$ cat src/rtl/bofn_pkg.sv
// ----------------------------------------------------------------------------
// bofn_pkg
// Types and constants shared by the four-neighbor binary outline unit.
// ----------------------------------------------------------------------------
`default_nettype none

package bofn_pkg;

    // Width of a configuration register and its write data.
    localparam int unsigned CFG_W = 10;

    // Request opcodes.
    localparam logic OP_PIXEL = 1'b0;
    localparam logic OP_DRAIN = 1'b1;

    // Configuration register indexes.
    localparam logic REG_FRAME_WIDTH  = 1'b0;
    localparam logic REG_FRAME_HEIGHT = 1'b1;

    // Entries in the result queue.
    localparam int unsigned RES_DEPTH = 3;

    typedef struct packed {
        logic opcode;
        logic mask_bit;
    } item_t;

    typedef struct packed {
        logic outline_bit;
        logic last_of_frame;
    } result_t;

    typedef struct packed {
        logic [1:0] count;
    } res_status_t;

endpackage : bofn_pkg

`default_nettype wire

$ cat src/rtl/bofn_row_ram.sv
// ----------------------------------------------------------------------------
// bofn_row_ram
// One-bit line buffer with one write port and one registered read port.
// ----------------------------------------------------------------------------
`default_nettype none

module bofn_row_ram #(
    parameter int unsigned DEPTH  = 512,
    parameter int unsigned ADDR_W = 9
) (
    input  wire logic              clk,
    input  wire logic              wr_en,
    input  wire logic [ADDR_W-1:0] wr_addr,
    input  wire logic              wr_data,
    input  wire logic [ADDR_W-1:0] rd_addr,
    output logic                   rd_data
);

    logic mem [DEPTH];

    // A read at the address being written returns the old contents.
    always_ff @(posedge clk)
    begin
        if (wr_en)
        begin
            mem[wr_addr] <= wr_data;
        end
        rd_data <= mem[rd_addr];
    end

endmodule : bofn_row_ram

`default_nettype wire

$ cat src/rtl/bofn_result_fifo.sv
// ----------------------------------------------------------------------------
// bofn_result_fifo
// Small result queue that decouples the outline pipeline from the consumer.
// ----------------------------------------------------------------------------
`default_nettype none

module bofn_result_fifo
    import bofn_pkg::*;
(
    input  wire logic    clk,
    input  wire logic    rst_n,
    input  wire logic    push,
    input  wire result_t push_data,
    output logic         result_valid,
    input  wire logic    result_ready,
    output result_t      result,
    output res_status_t  status
);

    result_t    entry_reg [RES_DEPTH];
    logic [1:0] wr_ptr_reg;
    logic [1:0] wr_ptr_next;
    logic [1:0] rd_ptr_reg;
    logic [1:0] rd_ptr_next;
    logic [1:0] count_reg;
    logic [1:0] count_next;
    logic       pop;

    assign result_valid = (count_reg != 2'd0);
    assign result       = entry_reg[rd_ptr_reg];
    assign pop          = result_valid && result_ready;
    assign status.count = count_reg;

    always_comb
    begin
        wr_ptr_next = wr_ptr_reg;
        rd_ptr_next = rd_ptr_reg;
        count_next  = count_reg;
        if (push)
        begin
            wr_ptr_next = (wr_ptr_reg == 2'(RES_DEPTH - 1)) ? 2'd0 : wr_ptr_reg + 2'd1;
        end
        if (pop)
        begin
            rd_ptr_next = (rd_ptr_reg == 2'(RES_DEPTH - 1)) ? 2'd0 : rd_ptr_reg + 2'd1;
        end
        if (push && !pop)
        begin
            count_next = count_reg + 2'd1;
        end
        else if (pop && !push)
        begin
            count_next = count_reg - 2'd1;
        end
    end

    always_ff @(posedge clk or negedge rst_n)
    begin
        if (!rst_n)
        begin
            wr_ptr_reg <= 2'd0;
            rd_ptr_reg <= 2'd0;
            count_reg  <= 2'd0;
        end
        else
        begin
            wr_ptr_reg <= wr_ptr_next;
            rd_ptr_reg <= rd_ptr_next;
            count_reg  <= count_next;
        end
    end

    always_ff @(posedge clk)
    begin
        if (push)
        begin
            entry_reg[wr_ptr_reg] <= push_data;
        end
    end

endmodule : bofn_result_fifo

`default_nettype wire

$ cat src/rtl/binary_outline_four_neighbor_unit.sv
// Release: the result of a pixel is released by the request that comes frame_width + 1
// counted requests later (ignored requests do not count), which pushes it from the
// pipeline stage into the result queue.
// Throughput: one request per cycle while item_ready is high; each counted request does
// one read and one write of each row buffer; the three-entry queue absorbs consumer stalls.
// Reset: counters, pipeline and queue clear at once; the row buffers are not cleared.
// ----------------------------------------------------------------------------
// binary_outline_four_neighbor_unit
// Streams a binary mask in raster order and flags set pixels that lie on the
// frame border or have an unset four-neighbor, using two line buffers.
// ----------------------------------------------------------------------------
`default_nettype none

module binary_outline_four_neighbor_unit
    import bofn_pkg::*;
#(
    parameter int unsigned MAX_SIDE = 512
) (
    input  wire logic             clk,
    input  wire logic             rst_n,
    input  wire logic             item_valid,
    output logic                  item_ready,
    input  wire item_t            item,
    output logic                  result_valid,
    input  wire logic             result_ready,
    output result_t               result,
    input  wire logic             cfg_write,
    input  wire logic             cfg_index,
    input  wire logic [CFG_W-1:0] cfg_data
);

    localparam int unsigned COL_W = (MAX_SIDE > 1) ? $clog2(MAX_SIDE) : 1;
    localparam int unsigned CNT_W = $clog2(MAX_SIDE + 2);

    typedef struct packed {
        logic [COL_W-1:0] col;
        logic             compute;
        logic             border;
        logic             last;
        logic             mask;
    } stage_t;

    logic [CFG_W-1:0] width_reg;
    logic [CFG_W-1:0] height_reg;
    logic [CNT_W-1:0] width_eff;
    logic [CNT_W-1:0] height_eff;

    logic [COL_W-1:0] col_reg;
    logic [COL_W-1:0] col_next;
    logic [CNT_W-1:0] row_reg;
    logic [CNT_W-1:0] row_next;
    logic [CNT_W-1:0] fill_reg;
    logic [CNT_W-1:0] fill_next;
    logic [CNT_W-1:0] fill_inc;
    logic [CNT_W-1:0] col_ext;

    logic             accept;
    logic             draining;
    logic             is_drain;
    logic             take;
    logic             mask_eff;
    logic [COL_W-1:0] right_addr;
    stage_t           s0;

    logic             s1_valid_reg;
    logic             s1_valid_next;
    stage_t           s1_reg;

    logic             self_rd;
    logic             right_rd;
    logic             up_rd;
    logic             up_val;
    logic             up_fwd_reg;
    logic             up_fwd_data_reg;
    logic             left_reg;
    logic             outline;

    logic             held_valid_reg;
    logic             held_bit_reg;
    logic             held_last_reg;
    logic             push;
    result_t          push_data;
    res_status_t      res_status;

    // Out-of-range sizes act as the nearest legal size.
    function automatic logic [CNT_W-1:0] clamp_side(input logic [CFG_W-1:0] v);
        logic [31:0] v32;
        v32 = 32'(v);
        if (v32 == 32'd0)
        begin
            return CNT_W'(1);
        end
        else if (v32 > 32'(MAX_SIDE))
        begin
            return CNT_W'(MAX_SIDE);
        end
        return CNT_W'(v32);
    endfunction

    assign width_eff  = clamp_side(width_reg);
    assign height_eff = clamp_side(height_reg);

    // Room for the result that the pipeline stage may still push.
    assign item_ready = ({1'b0, res_status.count} + {2'b00, s1_valid_reg}) < 3'(RES_DEPTH);
    assign accept     = item_valid && item_ready;

    always_comb
    begin
        draining   = (row_reg >= height_eff);
        is_drain   = (item.opcode == OP_DRAIN);
        take       = accept && (is_drain == draining);
        mask_eff   = item.mask_bit && !is_drain;
        col_ext    = CNT_W'(col_reg);
        right_addr = (32'(col_reg) == 32'(MAX_SIDE - 1)) ? '0 : col_reg + COL_W'(1);

        s0.col     = col_reg;
        s0.mask    = mask_eff;
        s0.compute = (row_reg != '0) && (row_reg <= height_eff);
        s0.border  = (row_reg == CNT_W'(1)) || (row_reg == height_eff) ||
                     (col_reg == '0) || (col_ext == width_eff - CNT_W'(1));
        s0.last    = (row_reg == height_eff) && (col_ext == width_eff - CNT_W'(1));

        fill_inc   = draining ? fill_reg + CNT_W'(1) : fill_reg;
        col_next   = col_reg;
        row_next   = row_reg;
        fill_next  = fill_reg;
        if (cfg_write)
        begin
            col_next  = '0;
            row_next  = '0;
            fill_next = '0;
        end
        else if (take)
        begin
            fill_next = fill_inc;
            if (col_ext + CNT_W'(1) >= width_eff)
            begin
                col_next = '0;
                row_next = row_reg + CNT_W'(1);
            end
            else
            begin
                col_next = col_reg + COL_W'(1);
            end
            // The final drain request closes the frame.
            if (draining && (fill_inc >= width_eff + CNT_W'(1)))
            begin
                col_next  = '0;
                row_next  = '0;
                fill_next = '0;
            end
        end
        s1_valid_next = take && !cfg_write;
    end

    always_ff @(posedge clk or negedge rst_n)
    begin
        if (!rst_n)
        begin
            width_reg      <= CFG_W'(1);
            height_reg     <= CFG_W'(1);
            col_reg        <= '0;
            row_reg        <= '0;
            fill_reg       <= '0;
            s1_valid_reg   <= 1'b0;
            held_valid_reg <= 1'b0;
        end
        else
        begin
            if (cfg_write)
            begin
                case (cfg_index)
                    REG_FRAME_WIDTH:  width_reg  <= cfg_data;
                    REG_FRAME_HEIGHT: height_reg <= cfg_data;
                    default:          width_reg  <= width_reg;
                endcase
            end
            col_reg      <= col_next;
            row_reg      <= row_next;
            fill_reg     <= fill_next;
            s1_valid_reg <= s1_valid_next;
            if (cfg_write)
            begin
                held_valid_reg <= 1'b0;
            end
            else if (s1_valid_reg)
            begin
                held_valid_reg <= s1_reg.compute;
            end
        end
    end

    // Center row: two copies so that the pixel and its right neighbor read together.
    bofn_row_ram #(
        .DEPTH  (MAX_SIDE),
        .ADDR_W (COL_W)
    ) u_center_a (
        .clk     (clk),
        .wr_en   (take),
        .wr_addr (col_reg),
        .wr_data (mask_eff),
        .rd_addr (col_reg),
        .rd_data (self_rd)
    );

    bofn_row_ram #(
        .DEPTH  (MAX_SIDE),
        .ADDR_W (COL_W)
    ) u_center_b (
        .clk     (clk),
        .wr_en   (take),
        .wr_addr (col_reg),
        .wr_data (mask_eff),
        .rd_addr (right_addr),
        .rd_data (right_rd)
    );

    // Upper row takes the old center value once it has been read.
    bofn_row_ram #(
        .DEPTH  (MAX_SIDE),
        .ADDR_W (COL_W)
    ) u_upper (
        .clk     (clk),
        .wr_en   (s1_valid_reg),
        .wr_addr (s1_reg.col),
        .wr_data (self_rd),
        .rd_addr (col_reg),
        .rd_data (up_rd)
    );

    // When consecutive requests hit the same column, the upper row write is
    // still in flight, so its data is forwarded.
    always_ff @(posedge clk)
    begin
        if (take)
        begin
            s1_reg <= s0;
        end
        up_fwd_reg      <= s1_valid_reg && (s1_reg.col == col_reg);
        up_fwd_data_reg <= self_rd;
        if (s1_valid_reg)
        begin
            left_reg      <= self_rd;
            held_bit_reg  <= outline;
            held_last_reg <= s1_reg.last;
        end
    end

    assign up_val  = up_fwd_reg ? up_fwd_data_reg : up_rd;
    assign outline = self_rd && (s1_reg.border || !right_rd || !left_reg ||
                                 !s1_reg.mask || !up_val);

    // The held result goes out when the next request is processed.
    assign push                    = s1_valid_reg && held_valid_reg;
    assign push_data.outline_bit   = held_bit_reg;
    assign push_data.last_of_frame = held_last_reg;

    bofn_result_fifo u_result_fifo (
        .clk          (clk),
        .rst_n        (rst_n),
        .push         (push),
        .push_data    (push_data),
        .result_valid (result_valid),
        .result_ready (result_ready),
        .result       (result),
        .status       (res_status)
    );

endmodule : binary_outline_four_neighbor_unit

`default_nettype wire

$ cat config.mk
export PLATFORM = sky130hd
export DESIGN_NAME = binary_outline_four_neighbor_unit
export DESIGN_NICKNAME = d
export VERILOG_FILES = /design/src/rtl/bofn_pkg.sv /design/src/rtl/bofn_row_ram.sv /design/src/rtl/bofn_result_fifo.sv /design/src/rtl/binary_outline_four_neighbor_unit.sv
export SDC_FILE = /design/constraint.sdc
export NUM_CORES = 2
export LEC_CHECK = 0
export BUFFER_PORTS_ARGS = -buffer_cell sky130_fd_sc_hd__buf_2
export CORE_AREA = 2 2 555 281
export DETAILED_ROUTE_END_ITERATION = 8
export DIE_AREA = 0 0 557 283
export GPL_TIMING_DRIVEN = 0
export PLACE_DENSITY = 0.7
export SYNTH_ARGS = -nofsm -noshare
export SYNTH_HDL_FRONTEND = slang
export SYNTH_HIERARCHICAL = 1
export SYNTH_SLANG_ARGS = --single-unit
$ cat constraint.sdc
create_clock -name clk -period 11.9 [get_ports clk]
set_input_delay 1.19 -clock clk [delete_from_list [all_inputs] [get_ports clk]]
set_output_delay 1.19 -clock clk [all_outputs]
set_load 0.01 [all_outputs]
# Word level (Yosys, flattened, before mapping)
# Memory sizes are Yosys's and may differ from the RTL's. A register that Yosys moved wholly into a read port is not among the register bits.
# Index checks and enable logic that the tools add are counted.
totals:
  ff_bits: 75
  ram_bits: 1542
  inputBits: 18
  output_inout_bits: 4
  wordCells: 127
  memories: 4
mem_list:
  columns: ["memory", "depth", "width", "rd", "rd_ports_with_merged_regs", "write_ports", "line_no", "source"]
  rows:
  - ["u_center_a.mem", 512, 1, 1, 1, 1, "bofn_row_ram.sv:19", "logic mem [DEPTH];"]
  - ["u_center_b.mem", 512, 1, 1, 1, 1, "bofn_row_ram.sv:19", null]
  - ["u_upper.mem", 512, 1, 1, 1, 1, "bofn_row_ram.sv:19", null]
  - ["u_result_fifo.entry_reg", 3, 2, 1, 0, 1, "bofn_result_fifo.sv:20", "result_t entry_reg [RES_DEPTH];"]
op_classes:
  addsub: 11
  order_cmp: 7
  n_eq_ne: 8
  n_mux: 36
  bitwise: 1
  n_reduce_logical: 40
ops:
  columns: ["op", "count"]
  rows:
  - ["2-to-1 mux 10 bit", 14]
  - ["2-to-1 mux 9 bit", 5]
  - ["adder 10 x 1 -> 10 bit, second input constant", 3]
  - ["greater-or-equal comparator 10 bit", 3]
  - ["greater-than comparator 10 bit, second input constant", 2]
  - ["logical NOT 10 bit", 2]
  - ["logical AND 1 bit", 13]
  - ["2-to-1 mux 1 bit", 13]
  - ["adder 9 x 1 -> 10 bit, second input constant", 1]
  - ["equality test 10 x 1 -> 1 bit, second input constant", 1]
  - ["equality test 10 bit", 1]
  - ["equality test 9 x 10 -> 1 bit", 1]
  - ["<= comparator 10 bit", 1]
  - ["nonzero test 10 bit", 1]
  - ["subtractor 10 x 1 -> 10 bit, second input constant", 1]
  - ["adder 9 x 1 -> 9 bit, second input constant", 1]
  - ["equality test 9 bit", 1]
  - ["equality test 9 bit, second input constant", 1]
  - ["logical NOT 9 bit", 1]
  - ["logical NOT 1 bit", 8]
  - ["2-to-1 mux 2 bit", 4]
  - ["nonzero test 2 bit", 4]
  - ["logical OR 1 bit", 7]
  - ["adder 2 x 1 -> 2 bit, second input constant", 3]
  - ["other kinds (8)", 11]

# Longest topological paths before layout
depth:
  ltp_word: 11
  mapped_depth: 21

# Cells and area by module
# The synthesis kept the hierarchy.
modules_own_cells:
  columns: ["mod", "n_inst", "cells_per_inst", "area_each_um2", "seq_area_each_um2"]
  rows:
  - ["bofn_row_ram", 3, 1615, 22609.2, 15394.8]
  - ["binary_outline_four_neighbor_unit", 1, 498, 4693.3, 1799.2]
  - ["bofn_result_fifo", 1, 37, 491.7, 330.3]

# Worst setup path before layout
# OpenSTA, ideal clock, no wires.
synth_path:
  path_kind: "in2reg"
  startpoint: "input item[1] (netlist name)"
  endpoint: "register s1_reg[0] (netlist name), data pin"
  setup_ps: 5276
  arrival_time_ps: 26271
  slack_ps: -19647
  cell_stages: 1
  cell_sequence: "nor2b_1"
synth_between:
  elab_chain_cells: 2
synth_rtl:
  columns: ["element", "line_no", "source"]
  rows:
  - ["start: declaration", "binary_outline_four_neighbor_unit.sv:23", "input wire item_t item,"]
  - ["logical NOT 1 bit", "binary_outline_four_neighbor_unit.sv:112", "mask_eff = item.mask_bit && !is_drain;"]
  - ["logical AND 1 bit", "binary_outline_four_neighbor_unit.sv:112", null]
  - ["end signal: assignment", "binary_outline_four_neighbor_unit.sv:237", "s1_reg <= s0;"]
  - ["end: declaration", "binary_outline_four_neighbor_unit.sv:67", "stage_t s1_reg;"]
# Every way passes these cells.
# A chain may end at the register's enable or synchronous reset.

# Worst setup path after layout
layout_path:
  startpoint: "register col_reg[3]"
  endpoint: "register u_center_b.rd_data, read port of u_center_b.mem"
layout_between:
  elab_chain_cells: 2
  elab_cells_between_ends: 3
  classes_between: "1 x add/sub; 1 x eq/ne; 1 x mux"
layout_rtl:
  columns: ["element", "line_no", "source"]
  rows:
  - ["start: declaration", "binary_outline_four_neighbor_unit.sv:48", "logic [COL_W-1:0] col_reg;"]
  - ["start signal: assignment", "binary_outline_four_neighbor_unit.sv:178", "col_reg <= col_next;"]
  - ["equality test 9 bit", "binary_outline_four_neighbor_unit.sv:114", "right_addr = (32'(col_reg) == 32'(MAX_SIDE - 1)) ? '0 : col_reg + COL_W'(1);"]
  - ["2-to-1 mux 9 bit", "binary_outline_four_neighbor_unit.sv:114", null]
  - ["net right_addr[1]", "binary_outline_four_neighbor_unit.sv:62", "logic [COL_W-1:0] right_addr;"]
  - ["end: declaration", "bofn_row_ram.sv:16", "output logic rd_data"]
# The timed path passes the listed nets, and every way through them passes these cells.

==> impl_metrics.yaml <==
floorplan:
  dieArea_um2: 157600
  num_io_pins: 22
  initial_core_util_pct: 47.64
  fp.dieW_um: 557
  core_um2: 153300
  num_rows: 102
  dieHeight_um: 283
detailed_routing:
  vias: 51114
  drtPass1Iterations: 9
  drc: 0
  routed_wl_mm: 243.5
  drtIter0Drc: 10601
  routedWlPerCell_um: 31.27
  avgViaCountPerCell: 6.564
  drtAntennaViolNets: 0
timing:
  slew_headroom_pct: -6.138
  tns_ns: 0
  grt_setup_unrepaired: "false"
  holdWs_ns: 0.4226
  layout_worst_path_cycle_share_pct: 57.02
  period_minus_slack_ns: 6.785
  fin_skew_ns: 0.03481
  clock.fmax_mhz: 147.4
  worst_pin_slew_ns: 1.586
  final_max_slew_viol_count: 18
  finalSetupViolCount: 0
  hold_viol: 0
run_status:
  violations: "max-capacitance violations, max-slew violations"
  status: "finished with violations"
critical_path:
  cp_max_fo: 20
  r2r_cells: 17
  critPathKind: "reg -> reg"
  startpoint_type: "register"
  r2r_start: "col_reg[3]"
  r2r_setup_slack_ns: 5.11
  timing.rr.end: "u_center_b/rd_data"
  worst-endpoint-required_ns: 12.50
  arrival_ns: 7.38
  end_kind: "register"
logic_synthesis:
  yosysTopAreaCell: "edfxtp_1"
  synth_edf_count: 1558
  avgSynthCellArea_um2: 13.57
  yosysMostFrequentCell: "nor2_1"
  netlist_area_um2: 73010
  synth_cell_type_count: 75
  ys_async_sr_fraction_pct: 3.519
  ys_warn_count: 6
  synth_top_area_share_pct: 64.08
  ys_seq_elements: 1620
  yosysSeqAreaShare_pct: 66.17
  synth_fp_nets: 5440
  netlist_instances: 5380
  ys_top_cells_by_count: "1634 x nor2_1, 1558 x edfxtp_1, 355 x mux2i_1"
  ys_top_cells_by_area: "edfxtp_1 64%, nor2_1 8.4%, mux2i_1 4.9%, mux4_2 4.7%, mux4_1 2.3%"
  synthFlopType: "edfxtp_1"
pwr:
  pwr-share-seq_pct: 43.7
  pwr-share-clk_pct: 32.0
  p_leak_nw: 24.12
  p_comb_share_pct: 24.2
  p_per_area_nw_per_um2: 187.8
  switching_share_pct: 31.34
  p_int_w: 0.01048
  peakVddDrop_uv: 147.4
  power.switching_w: 0.004782
global_routing:
  grt_max_degree: 116
  track_usage_pct: 30.25
  grt_pass1_wl_mm: 336.6
  grt_pass1_vias: 45848
  grt_remaining_overflow: 0
  grt_antenna_before_repair: 4
cells_and_area:
  drive_gt1_share_pct: 10.58
  fin_cells: 7787
  stdcell_area_um2: 81270
  fin_nets: 5643
  reg_top3: "u_center_a/mem: 512 flops, u_center_b/mem: 512 flops, u_upper/mem: 512 flops"
  antennaDiodeCount: 0
  area_delta_synth_final_pct: 11.31
  utilization_pct: 53.02
clock_network:
  clockRootBuffer: "clkbuf_16"
  cts_buffer_depth: 3
  clkSinkCount: 1620
  htree_levels: 4
  cts_inserted_buffers: 149
  clk_latency_ns: 0.81
  clkTransAtPathRegs_ns: 0.06
  cts_tree: "built"
  holdBufCountCts: 0
  cts.repair.resized: 0
  post-cts-setup-buffer-count: 0
placement:
  io_buffers: 20
  place_area_um2: 76400
  dp_hpwl_mm: 173.5
  gp_congestion: 1.016
  dp_cells: 7512
worst_hold_path:
  min_path_type: "reg -> reg"
  holdPathEnd: "held_last_reg"
  holdCritStartpoint: "s1_reg[1]"
  hold_depth: 0
job:
  cap_violations: 2
power groups by stage:
| stage | clock (W) | sequential, W | combinational (W) |
|---|---|---|---|
| 3_5_place_dp | 0 | 0.00679 | 0.00342 |
| 4_1_cts | 0.00492 | 0.00667 | 0.00343 |
| 2_1_floorplan | 0 | 0.00703 | 0.00190 |
| 3_3_place_gp | 0 | 0.00726 | 0.00313 |
| 6_report | 0.00489 | 0.00667 | 0.00370 |
| 5_1_grt | 0.00515 | 0.00668 | 0.00370 |
cell usage in the layout, fill, tap and decap left out, types with 13 or more instances in the layout:
cell	synthesis	layout
a21oi_1	120	120
and3_1	13	13
buf_1	36	36
buf_12	24	49
buf_2	61	80
buf_6	29	29
buf_8	18	20
bufinv_16	0	14
clkbuf_1	256	289
clkbuf_16	0	155
clkinv_1	7	43
clkinv_2	0	17
dfrtp_1	55	51
edfxtp_1	1558	1558
ha_1	42	42
inv_1	43	43
mux2_2	19	19
mux2i_1	355	355
mux4_1	63	63
mux4_2	153	153
nand2_1	236	236
nand3_1	43	43
nand4_1	15	15
nor2_1	1634	1632
nor2b_1	26	24
nor3_1	20	20
nor3b_1	16	16
nor4_1	16	16
o211ai_1	24	24
o21ai_0	46	46
o221ai_1	162	162
o221ai_2	13	13
o22ai_1	81	81
o31ai_1	21	21
xnor2_1	29	29
xor2_1	18	18
layer usage:
metal / track usage [%] / wire, um / vias to the layer above
li1: - / - / 20318
met3: 20.48 / 57700 / 393
met1: 47.43 / 99420 / 25676
met4: 5.804 / 4302 / 10
met5: 1.688 / 422 / -
met2: 32.53 / 81650 / 4717
critical path, stage by stage (launching register included):
cell,delay (ns)
dfrtp_1,0.77
buf_2,0.39
and3_1,0.24
and3_1,0.19
nand2_1,0.10
nor2_1,0.06
ha_1,0.28
nor2b_1,0.49
buf_2,0.46
nand2b_1,0.24
clkbuf_1,0.85
buf_2,0.59
o221ai_1,0.24
a21oi_1,0.31
nor4_1,0.08
nor4_1,0.89
a211o_1,0.21
nand4_1,0.20
metrics by stage:
stage,power [W],setup WS [ns]
final,0.01526,5.115
after global routing,0.01553,5.271
after CTS,0.01502,5.641
after detailed placement,0.01021,5.614
after global placement,0.01039,-5.360
after floorplan,0.008931,0.7274
kinds of logic (layout without fill, tap and decap cells):
logic type | after synthesis | after routing | share of synthesized area (%)
and+or+nand+nor | 2072 | 2072 | 11.38
AOI/OAI and AO/OA | 526 | 526 | 5.254
DFF | 1620 | 1620 | 66.17
adders and majority gates | 42 | 42 | 0.7197
buffers and inverters | 482 | 809 | 3.748
xor gates and xnor gates | 47 | 47 | 0.5638
muxes | 591 | 591 | 12.17
area by class of cell:
cell class,instances,area (um2)
inverters,50,187.7
multi-input cells,3278,21980
plain buffers,432,2549
repair buffers,52,770.7
clock inverters,84,813.3
clock buffers,191,4044
fillers,12599,72010
flip-flops and latches,1620,48320
well taps,2080,2603
worst max-delay path by stage:
stage,start,to,cells after the start
after global routing,col_reg[3],u_center_b/rd_data,17
final,col_reg[3],u_center_b/rd_data,17
after global placement,item[1],u_center_b/mem[168],2
after floorplan,item[0],s1_reg[0],1
after detailed placement,col_reg[3],u_center_b/rd_data,14
after CTS,col_reg[3],u_center_b/rd_data,14
No activity file was read; power rests on OpenSTA's default activity.
